--- src/rtl/imoc_pkg.sv ---
// package: option codes, parser enums, result beat type and option classifier
`timescale 1ns / 1ps

package imoc_pkg;

    localparam int MAX_OPTION_BYTES_DEF = 40;

    localparam logic [7:0] OPT_END       = 8'd0;
    localparam logic [7:0] OPT_NOP       = 8'd1;
    localparam logic [7:0] OPT_SECURITY  = 8'd130;
    localparam logic [7:0] OPT_LSRR      = 8'd131;
    localparam logic [7:0] OPT_EXT_SEC   = 8'h85;
    localparam logic [7:0] OPT_CIPSO     = 8'd134;
    localparam logic [7:0] OPT_SSRR      = 8'd137;
    localparam logic [7:0] OPT_RTR_ALERT = 8'd148;
    localparam logic [7:0] OPT_QUICK     = 8'h80 | 8'd21;

    localparam logic [7:0] OPT_HDR_LEN   = 8'd2;
    localparam logic [7:0] MIN_ROUTE_LEN = 8'd6;

    typedef enum logic [1:0] {
        PH_TYPE,
        PH_LEN,
        PH_BODY,
        PH_PASS
    } phase_t;

    typedef enum logic [1:0] {
        CLS_KEEP,
        CLS_ZERO,
        CLS_ROUTE
    } opt_class_t;

    typedef struct packed {
        logic [7:0]  out_byte;
        logic        last_byte;
        logic        status;
        logic [31:0] final_dest;
        logic        dest_found;
    } result_t;

    function automatic opt_class_t classify(input logic [7:0] t);
        opt_class_t c;
        c = CLS_ZERO;
        if (t == OPT_SECURITY || t == OPT_EXT_SEC || t == OPT_CIPSO ||
            t == OPT_RTR_ALERT || t == OPT_QUICK)
        begin
            c = CLS_KEEP;
        end
        else if (t == OPT_LSRR || t == OPT_SSRR)
        begin
            c = CLS_ROUTE;
        end
        return c;
    endfunction

endpackage

--- src/rtl/imoc_parser.sv ---
// option parser: per-packet state registers and the per-byte update
`timescale 1ns / 1ps

module imoc_parser #(
    parameter int MAX_OPTION_BYTES = imoc_pkg::MAX_OPTION_BYTES_DEF
) (
    input  logic                clk,
    input  logic                rst_n,
    input  logic                take,
    input  logic [7:0]          byte_value,
    input  logic                first_byte,
    input  logic [5:0]          area_len,
    output imoc_pkg::result_t   result
);

    localparam int CW = $clog2(MAX_OPTION_BYTES + 1);
    localparam logic [5:0] MAX_LEN = 6'(MAX_OPTION_BYTES);

    imoc_pkg::phase_t     phase_reg, phase_cur, phase_next;
    imoc_pkg::opt_class_t cls_reg, cls_cur, cls_next;
    logic [CW-1:0]        rem_reg, rem_cur, rem_next;
    logic [CW-1:0]        body_reg, body_cur, body_next;
    logic [31:0]          shift_reg, shift_cur, shift_next;
    logic [31:0]          dest_reg, dest_cur, dest_next;
    logic                 seen_reg, seen_cur, seen_next;
    logic                 mal_reg, mal_cur, mal_next;
    logic [5:0]           alen_clamped;
    logic                 at_end;
    logic [7:0]           ob;
    logic                 last;

    always_comb
    begin
        // clamp the sampled length into 1..max
        alen_clamped = area_len;
        if (alen_clamped == 6'd0)
        begin
            alen_clamped = 6'd1;
        end
        if (alen_clamped > MAX_LEN)
        begin
            alen_clamped = MAX_LEN;
        end

        phase_cur = first_byte ? imoc_pkg::PH_TYPE  : phase_reg;
        cls_cur   = first_byte ? imoc_pkg::CLS_KEEP : cls_reg;
        rem_cur   = first_byte ? CW'(alen_clamped)  : rem_reg;
        body_cur  = first_byte ? '0 : body_reg;
        shift_cur = first_byte ? '0 : shift_reg;
        dest_cur  = first_byte ? '0 : dest_reg;
        seen_cur  = first_byte ? 1'b0 : seen_reg;
        mal_cur   = first_byte ? 1'b0 : mal_reg;

        phase_next = phase_cur;
        cls_next   = cls_cur;
        rem_next   = rem_cur;
        body_next  = body_cur;
        shift_next = shift_cur;
        dest_next  = dest_cur;
        seen_next  = seen_cur;
        mal_next   = mal_cur;
        ob         = byte_value;
        last       = 1'b0;
        at_end     = (rem_cur == CW'(1));

        if (rem_cur != '0)
        begin
            case (phase_cur)
                imoc_pkg::PH_TYPE:
                begin
                    if (byte_value == imoc_pkg::OPT_END)
                    begin
                        phase_next = imoc_pkg::PH_PASS;
                    end
                    else if (byte_value != imoc_pkg::OPT_NOP)
                    begin
                        cls_next = imoc_pkg::classify(byte_value);
                        if (cls_next != imoc_pkg::CLS_KEEP)
                        begin
                            ob = 8'd0;
                        end
                        if (at_end)
                        begin
                            mal_next   = 1'b1;
                            phase_next = imoc_pkg::PH_PASS;
                        end
                        else
                        begin
                            phase_next = imoc_pkg::PH_LEN;
                        end
                    end
                end
                imoc_pkg::PH_LEN:
                begin
                    if (byte_value < imoc_pkg::OPT_HDR_LEN ||
                        {1'b0, byte_value} > (9'(rem_cur) + 9'd1) ||
                        (cls_cur == imoc_pkg::CLS_ROUTE &&
                         byte_value < imoc_pkg::MIN_ROUTE_LEN))
                    begin
                        mal_next   = 1'b1;
                        phase_next = imoc_pkg::PH_PASS;
                    end
                    else
                    begin
                        if (cls_cur != imoc_pkg::CLS_KEEP)
                        begin
                            ob = 8'd0;
                        end
                        body_next  = CW'(byte_value - imoc_pkg::OPT_HDR_LEN);
                        shift_next = '0;
                        phase_next = (body_next == '0) ? imoc_pkg::PH_TYPE
                                                       : imoc_pkg::PH_BODY;
                    end
                end
                imoc_pkg::PH_BODY:
                begin
                    if (cls_cur != imoc_pkg::CLS_KEEP)
                    begin
                        ob = 8'd0;
                    end
                    if (cls_cur == imoc_pkg::CLS_ROUTE)
                    begin
                        shift_next = {shift_cur[23:0], byte_value};
                    end
                    body_next = body_cur - CW'(1);
                    if (body_next == '0)
                    begin
                        if (cls_cur == imoc_pkg::CLS_ROUTE)
                        begin
                            dest_next = shift_next;
                            seen_next = 1'b1;
                        end
                        phase_next = imoc_pkg::PH_TYPE;
                    end
                end
                default:
                begin
                end
            endcase
            rem_next = rem_cur - CW'(1);
            if (rem_next == '0)
            begin
                last       = 1'b1;
                phase_next = imoc_pkg::PH_TYPE;
            end
        end

        result.out_byte   = ob;
        result.last_byte  = last;
        result.status     = mal_next;
        result.final_dest = dest_next;
        result.dest_found = seen_next;
    end

    always_ff @(posedge clk or negedge rst_n)
    begin
        if (!rst_n)
        begin
            phase_reg <= imoc_pkg::PH_TYPE;
            cls_reg   <= imoc_pkg::CLS_KEEP;
            rem_reg   <= '0;
            body_reg  <= '0;
            shift_reg <= '0;
            dest_reg  <= '0;
            seen_reg  <= 1'b0;
            mal_reg   <= 1'b0;
        end
        else if (take)
        begin
            phase_reg <= phase_next;
            cls_reg   <= cls_next;
            rem_reg   <= rem_next;
            body_reg  <= body_next;
            shift_reg <= shift_next;
            dest_reg  <= dest_next;
            seen_reg  <= seen_next;
            mal_reg   <= mal_next;
        end
    end

endmodule

--- src/rtl/imoc_out_buf.sv ---
// two-entry result buffer: output register plus skid entry
`timescale 1ns / 1ps

module imoc_out_buf (
    input  logic                clk,
    input  logic                rst_n,
    input  logic                push,
    input  imoc_pkg::result_t   push_data,
    output logic                full,
    output logic                out_valid,
    input  logic                out_stall,
    output imoc_pkg::result_t   out_data
);

    imoc_pkg::result_t head_reg, head_next;
    imoc_pkg::result_t skid_reg, skid_next;
    logic [1:0]        cnt_reg, cnt_next;
    logic              pop;

    assign out_valid = (cnt_reg != 2'd0);
    assign full      = (cnt_reg == 2'd2);
    assign out_data  = head_reg;
    assign pop       = out_valid && !out_stall;

    always_comb
    begin
        head_next = head_reg;
        skid_next = skid_reg;
        cnt_next  = cnt_reg;
        case (cnt_reg)
            2'd0:
            begin
                if (push)
                begin
                    head_next = push_data;
                    cnt_next  = 2'd1;
                end
            end
            2'd1:
            begin
                if (push && pop)
                begin
                    head_next = push_data;
                end
                else if (push)
                begin
                    skid_next = push_data;
                    cnt_next  = 2'd2;
                end
                else if (pop)
                begin
                    cnt_next = 2'd0;
                end
            end
            2'd2:
            begin
                if (pop)
                begin
                    head_next = skid_reg;
                    cnt_next  = 2'd1;
                end
            end
            default:
            begin
                cnt_next = 2'd0;
            end
        endcase
    end

    always_ff @(posedge clk or negedge rst_n)
    begin
        if (!rst_n)
        begin
            cnt_reg <= 2'd0;
        end
        else
        begin
            cnt_reg <= cnt_next;
        end
    end

    always_ff @(posedge clk)
    begin
        head_reg <= head_next;
        skid_reg <= skid_next;
    end

endmodule

--- src/rtl/ipv4_mutable_option_clearer.sv ---
// top level: ipv4 options-area mutable option clearer for ah icv input
`timescale 1ns / 1ps

// usage
// - input channel: in_valid / in_stall carry one options-area byte per beat,
//   with first_byte marking the start of a packet's area (area_len sampled then)
// - output channel: out_valid / out_stall carry one result beat per input beat,
//   in order: the byte (zeroed inside mutable options), last_byte, sticky
//   status, and the final destination captured from the latest source route
// - a result beat is registered into the result buffer as its input is taken
// - throughput: one beat per cycle, sustained while out_stall stays low
// - the whole per-byte parser update is combinational logic between
//   the parser state registers and the result buffer
// - stall: the result buffer holds two beats (output register plus skid), so
//   in_stall is raised only once both are occupied and comes straight from a
//   register; nothing is dropped while the receiver stalls
// - reset: rst_n clears the parser to expect an option type with no area
//   open and empties the result buffer; bytes before the first first_byte
//   pass unchanged

module ipv4_mutable_option_clearer #(
    parameter int MAX_OPTION_BYTES = imoc_pkg::MAX_OPTION_BYTES_DEF
) (
    input  logic        clk,
    input  logic        rst_n,

    // input beats
    input  logic        in_valid,
    output logic        in_stall,
    input  logic [7:0]  byte_value,
    input  logic        first_byte,
    input  logic [5:0]  area_len,

    // result beats
    output logic        out_valid,
    input  logic        out_stall,
    output logic [7:0]  out_byte,
    output logic        last_byte,
    output logic        status,
    output logic [31:0] final_dest,
    output logic        dest_found
);

    imoc_pkg::result_t parse_res;
    imoc_pkg::result_t head_res;
    logic              buf_full;
    logic              take;

    // a beat is taken whenever the buffer has a free entry
    assign in_stall = buf_full;
    assign take     = in_valid && !buf_full;

    imoc_parser #(
        .MAX_OPTION_BYTES (MAX_OPTION_BYTES)
    ) u_parser (
        .clk        (clk),
        .rst_n      (rst_n),
        .take       (take),
        .byte_value (byte_value),
        .first_byte (first_byte),
        .area_len   (area_len),
        .result     (parse_res)
    );

    imoc_out_buf u_out_buf (
        .clk       (clk),
        .rst_n     (rst_n),
        .push      (take),
        .push_data (parse_res),
        .full      (buf_full),
        .out_valid (out_valid),
        .out_stall (out_stall),
        .out_data  (head_res)
    );

    // unpack the head beat onto the result ports
    assign out_byte   = head_res.out_byte;
    assign last_byte  = head_res.last_byte;
    assign status     = head_res.status;
    assign final_dest = head_res.final_dest;
    assign dest_found = head_res.dest_found;

endmodule
--- config.mk ---
export PLATFORM = sky130hd
export DESIGN_NAME = ipv4_mutable_option_clearer
export DESIGN_NICKNAME = d
export VERILOG_FILES = /design/src/rtl/imoc_pkg.sv /design/src/rtl/imoc_parser.sv /design/src/rtl/imoc_out_buf.sv /design/src/rtl/ipv4_mutable_option_clearer.sv
export SDC_FILE = /design/constraint.sdc
export NUM_CORES = 1
export LEC_CHECK = 0
export BUFFER_PORTS_ARGS = -buffer_cell sky130_fd_sc_hd__buf_2
export CAP_MARGIN = 0
export CORE_MARGIN = 1
export CORE_UTILIZATION = 34
export CTS_BUF_LIST = sky130_fd_sc_hd__clkbuf_8
export DETAILED_ROUTE_END_ITERATION = 7
export MAX_ROUTING_LAYER = met4
export SLEW_MARGIN = 20
export SYNTH_ARGS = -nofsm -noshare
export SYNTH_HDL_FRONTEND = slang
export SYNTH_HIERARCHICAL = 1
export SYNTH_SLANG_ARGS = --single-unit
--- constraint.sdc ---
create_clock -name clk -period 5.4 [get_ports clk]
set_clock_uncertainty 0.05 [all_clocks]
set_input_delay 0.54 -clock clk [delete_from_list [all_inputs] [get_ports clk]]
set_output_delay 0.54 -clock clk [all_outputs]
set_load 0.02 [all_outputs]
==> flow_summary.json, run 1 <==
{
  "status": "completed",
  "ant_nets": 0,
  "io_pins": 64,
  "antenna_found_initial": 0,
  "area_delta_synth_final_pct": 11.60,
  "maxCapViolations": 0,
  "p_leak_nw": 3.845,
  "design_area_um2": 9241,
  "ys_warn_count": 6,
  "fill_cells": 2347,
  "setup_violations": 0,
  "pre_cts_slack_ns": 0.9952,
  "dieWidth_um": 158.1,
  "ctsHoldBuffers": 0,
  "layout.nets": 771,
  "core_area_um2": 23680,
  "p_sw_frac": 0.3221,
  "hold_class": "input pin to asynchronous set/reset pin",
  "gp_congestion": 0.8519,
  "drt-pass1-iter-count": 4,
  "yosys_most_used_dff": "edfxtp_1",
  "cts.sinks": 162,
  "syn_inst": 686,
  "synth_edf_count": 86,
  "r2r_cells": 13,
  "track_usage": 0.1616,
  "finalWirelength_um": 18370,
  "synth_area_leader_cell": "edfxtp_1",
  "worst_pin_slew_ns": 0.8944,
  "vias": 5616,
  "ctsLongestPathBuffers": 2,
  "drtIter0Drc": 397,
  "grt_pass1_vias": 5537,
  "crit_arrival_ns": 4.16,
  "fin_ws_ns": 1.417,
  "final_common_cell": "nand2_1",
  "overflow": 0,
  "cts_tree": "built",
  "port_buffers": 63,
  "rows": 56,
  "pwr-share-seq": 0.458,
  "reg2reg_from": "u_parser/rem_reg[1]$_DFFE_PN0P_",
  "required_ns": 5.57,
  "finalCriticalPeriod_ns": 3.983,
  "numCtsBuffers": 17,
  "crit_path_start_kind": "flip-flop",
  "post_drt_wl_per_cell_um": 17.25,
  "cp_slowest_cell": "o21ai_0",
  "die_h_um": 158.1,
  "max_stage_delay_ns": 0.60,
  "insertion_delay_ns": 0.46,
  "worstSetupEndpointType": "flip-flop",
  "postPlaceCellArea_um2": 8815,
  "power_frac_clock": 0.273,
  "avgViaCountPerCell": 5.273,
  "ys_types": 77,
  "crit_family": "compound AO/OA/AOI/OAI gates",
  "async_flop_share": 0.4691,
  "fin_crit_sh": 0.7376,
  "seqCellArea_um2": 4484,
  "rsz0062_at_grt": "false",
  "r2r_setup_slack_ns": 1.42,
  "timing.rr.end": "u_out_buf/out_data[33]$_DFFE_PP_",
  "postCtsSetupBuffers": 0,
  "path_cells": "nor2b_1 -> a31oi_1 -> inv_2 -> ha_1 -> nand2_1 -> xnor2_1 -> ha_1 -> and3_1 -> o21ai_0 -> a31oi_1 -> o21ai_0 -> a21oi_1 -> mux2_4",
  "path_clk_slew_ns": 0.09,
  "die_area_um2": 24980,
  "final_layout_size_suffix_gt1_frac": 0.2359,
  "peakVddDrop_mv": 0.1435,
  "syn_nets": 724,
  "post-synth-top-area-fraction": 0.3119,
  "synth_area_per_cell_um2": 12.07,
  "hold_viol_final": 0,
  "fmax_ghz": 0.2511,
  "h-tree-depth": 4,
  "grt_max_degree": 77,
  "drc": 0,
  "synth_area_um2": 8280,
  "cts_resized": 0,
  "cp_num_buf_inv": 1,
  "power.density_nw_per_um2": 375.7,
  "multi_input_area_um2": 3445,
  "cts.root.buffer_cell": "clkbuf_8",
  "p_int_mw": 2.353,
  "final_cell_mix": "nand2_1 (90), edfxtp_1 (86), dfrtp_1 (76)",
  "p_switching_mw": 1.118,
  "critPathMaxFanout": 8,
  "place_hpwl_um": 12090,
  "grt_pass1_wl_um": 30130,
  "drv_slew": 0,
  "synth_area_leaders": "edfxtp_1 (31%), dfrtp_1 (23%), mux2_4 (6.9%)",
  "maxSlewHeadroom": 0.4018,
  "initial_core_util": 0.3496,
  "yosysSeqAreaShare": 0.5416,
  "diodes": 0,
  "worstSetupPathType": "flip-flop to flip-flop",
  "combPwrFrac": 0.268,
  "ys_seq_elements": 162,
  "tns_ns": 0
}
## how the worst max path moves through the flow
stage                                           from                               end  slack (ns)  cells past startpoint
floorplan           u_out_buf/cnt_reg[1]$_DFFE_PN0P_   u_out_buf/skid_reg[0]$_DFFE_PP_        0.59                      5
global placement                         area_len[4]  u_out_buf/out_data[40]$_DFFE_PP_        1.10                     15
detailed placement                       area_len[4]  u_out_buf/out_data[39]$_DFFE_PP_         1.0                     15
CTS                  u_parser/rem_reg[1]$_DFFE_PN0P_  u_out_buf/out_data[39]$_DFFE_PP_        1.45                     14
global route                             area_len[3]  u_out_buf/out_data[39]$_DFFE_PP_        1.04                     15
finish               u_parser/rem_reg[1]$_DFFE_PN0P_  u_out_buf/out_data[33]$_DFFE_PP_        1.42                     13
## power by group through the flow
stage	Combinational [mW]	Clock (mW)	Sequential, mW
after floorplan	0.625	0	1.71
after global placement	0.927	0	1.62
after detailed placement	0.936	0	1.62
after CTS	0.941	0.974	1.59
after global routing	1.03	1.02	1.62
final	0.932	0.948	1.59
## cell families after synthesis
| group | synth area share |
|---|---|
| simple gates | 0.1248 |
| compound gates | 0.1627 |
| fa+ha+maj | 0.03007 |
| xor+xnor | 0.01163 |
| flops | 0.5416 |
| buf+inv | 0.04578 |
| mux | 0.08341 |
## cell usage after synthesis, drive strengths merged, types with 4 or more instances
master / number
a21oi: 23
inv: 19
ha: 19
nor4: 4
and2: 6
nand2b: 5
xnor2: 7
nand3: 10
xor2: 4
o21ai: 21
mux2: 46
clkbuf: 25
a22oi: 8
nand3b: 21
a22o: 46
nor3: 12
nor2: 21
o221ai: 4
a221o: 4
or3: 4
a21o: 9
edfxtp: 86
nor2b: 13
nand2: 90
dfrtp: 76
o31ai: 4
a31oi: 4
o2bb2ai: 12
buf: 23
## final cells by class
| type | instances | area share |
|---|---|---|
| multi-input combinational | 457 | 0.3727 |
| tap | 319 | 0.04319 |
| sequential | 162 | 0.4852 |
| clock inverter | 14 | 0.01895 |
| clock buffer | 18 | 0.02681 |
| timing repair buffer | 76 | 0.04536 |
| inverter | 19 | 0.007717 |
## routing by layer
layer | part of all wire | track usage | vias to the layer above | wire, um
li1 | - | - | 2660 | -
met1 | 0.47 | 0.2056 | 2762 | 8558
met2 | 0.46 | 0.2494 | 160 | 8458
met3 | 0.049 | 0.03559 | 34 | 908
met4 | 0.024 | 0.06502 | 0 | 447
met5 | 0 | - | - | 0
## worst reg2reg max path: stages, from the launching register on
cell	delay (ns)
dfrtp_1	0.38
nor2b_1	0.13
a31oi_1	0.55
inv_2	0.13
ha_1	0.25
nand2_1	0.10
xnor2_1	0.13
ha_1	0.27
and3_1	0.15
o21ai_0	0.25
a31oi_1	0.27
o21ai_0	0.60
a21oi_1	0.18
mux2_4	0.30
## stage by stage
| step | std cells | power (mW) | util | hold WS [ns] |
|---|---|---|---|---|
| 6_report | 1065 | 3.472 | 0.3902 | 0.02077 |
| 5_1_grt | 1065 | 3.670 | 0.3902 | 0.08784 |
| 4_1_cts | 1065 | 3.508 | 0.3901 | 0.1957 |
| 3_5_place_dp | 1033 | 2.554 | 0.3722 | 0.4231 |
| 3_3_place_gp | 1033 | 2.545 | 0.3722 | 0.4136 |
| 2_1_floorplan | 686 | 2.336 | - | 0.1944 |
Note: power is estimated with default switching activity, not from simulation.
==> run 2, diff against run 1 <==
==> constraint.sdc (replaced) <==
create_clock -name clk -period 4.1 [get_ports clk]
set_clock_uncertainty 0.05 [all_clocks]
set_input_delay 0.41 -clock clk [delete_from_list [all_inputs] [get_ports clk]]
set_output_delay 0.41 -clock clk [all_outputs]
set_load 0.02 [all_outputs]
==> flow_summary.json, run 2 (synthesized netlist as in run 1, its figures left out) <==
{
  "antenna_found_initial": 0,
  "vias": 5665,
  "fmax_ghz": 0.2933,
  "tns_ns": 0,
  "die_area_um2": 24980,
  "insertion_delay_ns": 0.45,
  "cts.root.buffer_cell": "clkbuf_8",
  "h-tree-depth": 4,
  "ctsHoldBuffers": 1,
  "hold_viol_final": 0,
  "port_buffers": 63,
  "area_delta_synth_final_pct": 12.01,
  "fin_crit_sh": 0.8317,
  "maxSlewHeadroom": 0.4138,
  "grt_pass1_vias": 5324,
  "place_hpwl_um": 12310,
  "path_cells": "mux2i_1 -> or2_2 -> nor2_1 -> nand2_1 -> xnor2_1 -> ha_1 -> and3_1 -> o21ai_0 -> a31oi_1 -> o31ai_1 -> buf_4 -> nor2b_1 -> a21oi_1 -> mux2_4",
  "diodes": 0,
  "setup_violations": 0,
  "pre_cts_slack_ns": 0.3065,
  "final_common_cell": "nand2_1",
  "dieWidth_um": 158.1,
  "cts.sinks": 162,
  "core_area_um2": 23680,
  "ctsLongestPathBuffers": 2,
  "drv_slew": 0,
  "finalCriticalPeriod_ns": 3.410,
  "path_clk_slew_ns": 0.08,
  "final_layout_size_suffix_gt1_frac": 0.2407,
  "fin_ws_ns": 0.6901,
  "peakVddDrop_mv": 0.1914,
  "worstSetupPathType": "flip-flop to flip-flop",
  "track_usage": 0.1582,
  "hold_class": "input pin to flip-flop",
  "drtIter0Drc": 450,
  "worstSetupEndpointType": "flip-flop",
  "finalWirelength_um": 18410,
  "required_ns": 4.25,
  "max_stage_delay_ns": 0.36,
  "grt_pass1_wl_um": 29320,
  "status": "completed",
  "cts_resized": 0,
  "io_pins": 64,
  "die_h_um": 158.1,
  "maxCapViolations": 0,
  "cp_slowest_cell": "dfrtp_1",
  "grt_max_degree": 52,
  "post_drt_wl_per_cell_um": 17.13,
  "worst_pin_slew_ns": 0.8572,
  "gp_congestion": 0.9134,
  "initial_core_util": 0.3496,
  "crit_path_start_kind": "flip-flop",
  "drc": 0,
  "design_area_um2": 9275,
  "numCtsBuffers": 17,
  "critPathMaxFanout": 6,
  "overflow": 0,
  "layout.nets": 781,
  "fill_cells": 2318,
  "rsz0062_at_grt": "false",
  "ant_nets": 0,
  "final_cell_mix": "nand2_1 (90), edfxtp_1 (86), dfrtp_1 (76)",
  "postPlaceCellArea_um2": 8891,
  "postCtsSetupBuffers": 0,
  "rows": 56,
  "drt-pass1-iter-count": 5,
  "p_leak_nw": 3.875,
  "avgViaCountPerCell": 5.270,
  "crit_arrival_ns": 3.56,
  "power.density_nw_per_um2": 482.3,
  "final_cell_count_no_fill": 1075,
  "cts_tree": "built",
  "dp.cells": 1042
}
[run 2: path summary, 6_finish.rpt]
path,cells after the start,startpoint,end,slack [ns]
worst max-delay path,14,u_parser/rem_reg[2]$_DFFE_PN0P_,u_out_buf/out_data[35]$_DFFE_PP_,0.69
worst min-delay path,2,out_stall,u_out_buf/cnt_reg[1]$_DFFE_PN0P_,0.18
worst max register to register,14,u_parser/rem_reg[2]$_DFFE_PN0P_,u_out_buf/out_data[35]$_DFFE_PP_,0.69
worst min register to register,2,u_parser/phase_reg[0]$_DFFE_PN0P_,u_parser/phase_reg[0]$_DFFE_PN0P_,0.44
max in group asynchronous,3,rst_n,u_parser/body_reg[3]$_DFFE_PN0P_,2.66
min in group asynchronous,2,rst_n,u_parser/rem_reg[2]$_DFFE_PN0P_,0.50
[run 2: layout make-up]
type                       instances  area (um2)  share of cell area
clock inverter                    13       112.6             0.01214
timing repair buffer              86       493.0             0.05315
tap                              319       399.1             0.04303
sequential                       162        4484              0.4835
multi-input combinational        457        3453              0.3723
clock buffer                      19       261.5             0.02819
inverter                          19       71.32            0.007689
[run 2: metal layers]
metal,vias up,global-route usage,wire length [um]
met5,-,-,0
met3,22,0.02984,884
li1,2689,-,-
met2,152,0.2496,8740
met4,0,0.05357,291
met1,2802,0.2039,8497
[run 2: through the flow]
| step | power, mW | hold slack (ns) | util |
|---|---|---|---|
| final | 4.473 | 0.1797 | 0.3916 |
| after global routing | 4.728 | 0.1520 | 0.3916 |
| after CTS | 4.517 | 0.1458 | 0.3916 |
| after detailed placement | 3.396 | 0.4229 | 0.3754 |
| after global placement | 3.380 | 0.4147 | 0.3754 |
| after floorplan | 3.070 | 0.06441 | - |
[run 2: worst max-delay path, delay by kind of cell, from the launching register on]
kind | cells | cell delay, ns
and+or+nand+nor | 5 | 0.94
AOI/OAI and AO/OA | 4 | 0.79
muxes | 2 | 0.39
DFF | 1 | 0.36
adders and majority gates | 1 | 0.32
buffers and inverters | 1 | 0.18
xor gates and xnor gates | 1 | 0.13
[run 2: where the power goes]
group,switching [mW],internal (mW)
Sequential,0.108,1.99
Clock,0.602,0.514
Combinational,0.754,0.507
Total,1.46,3.01
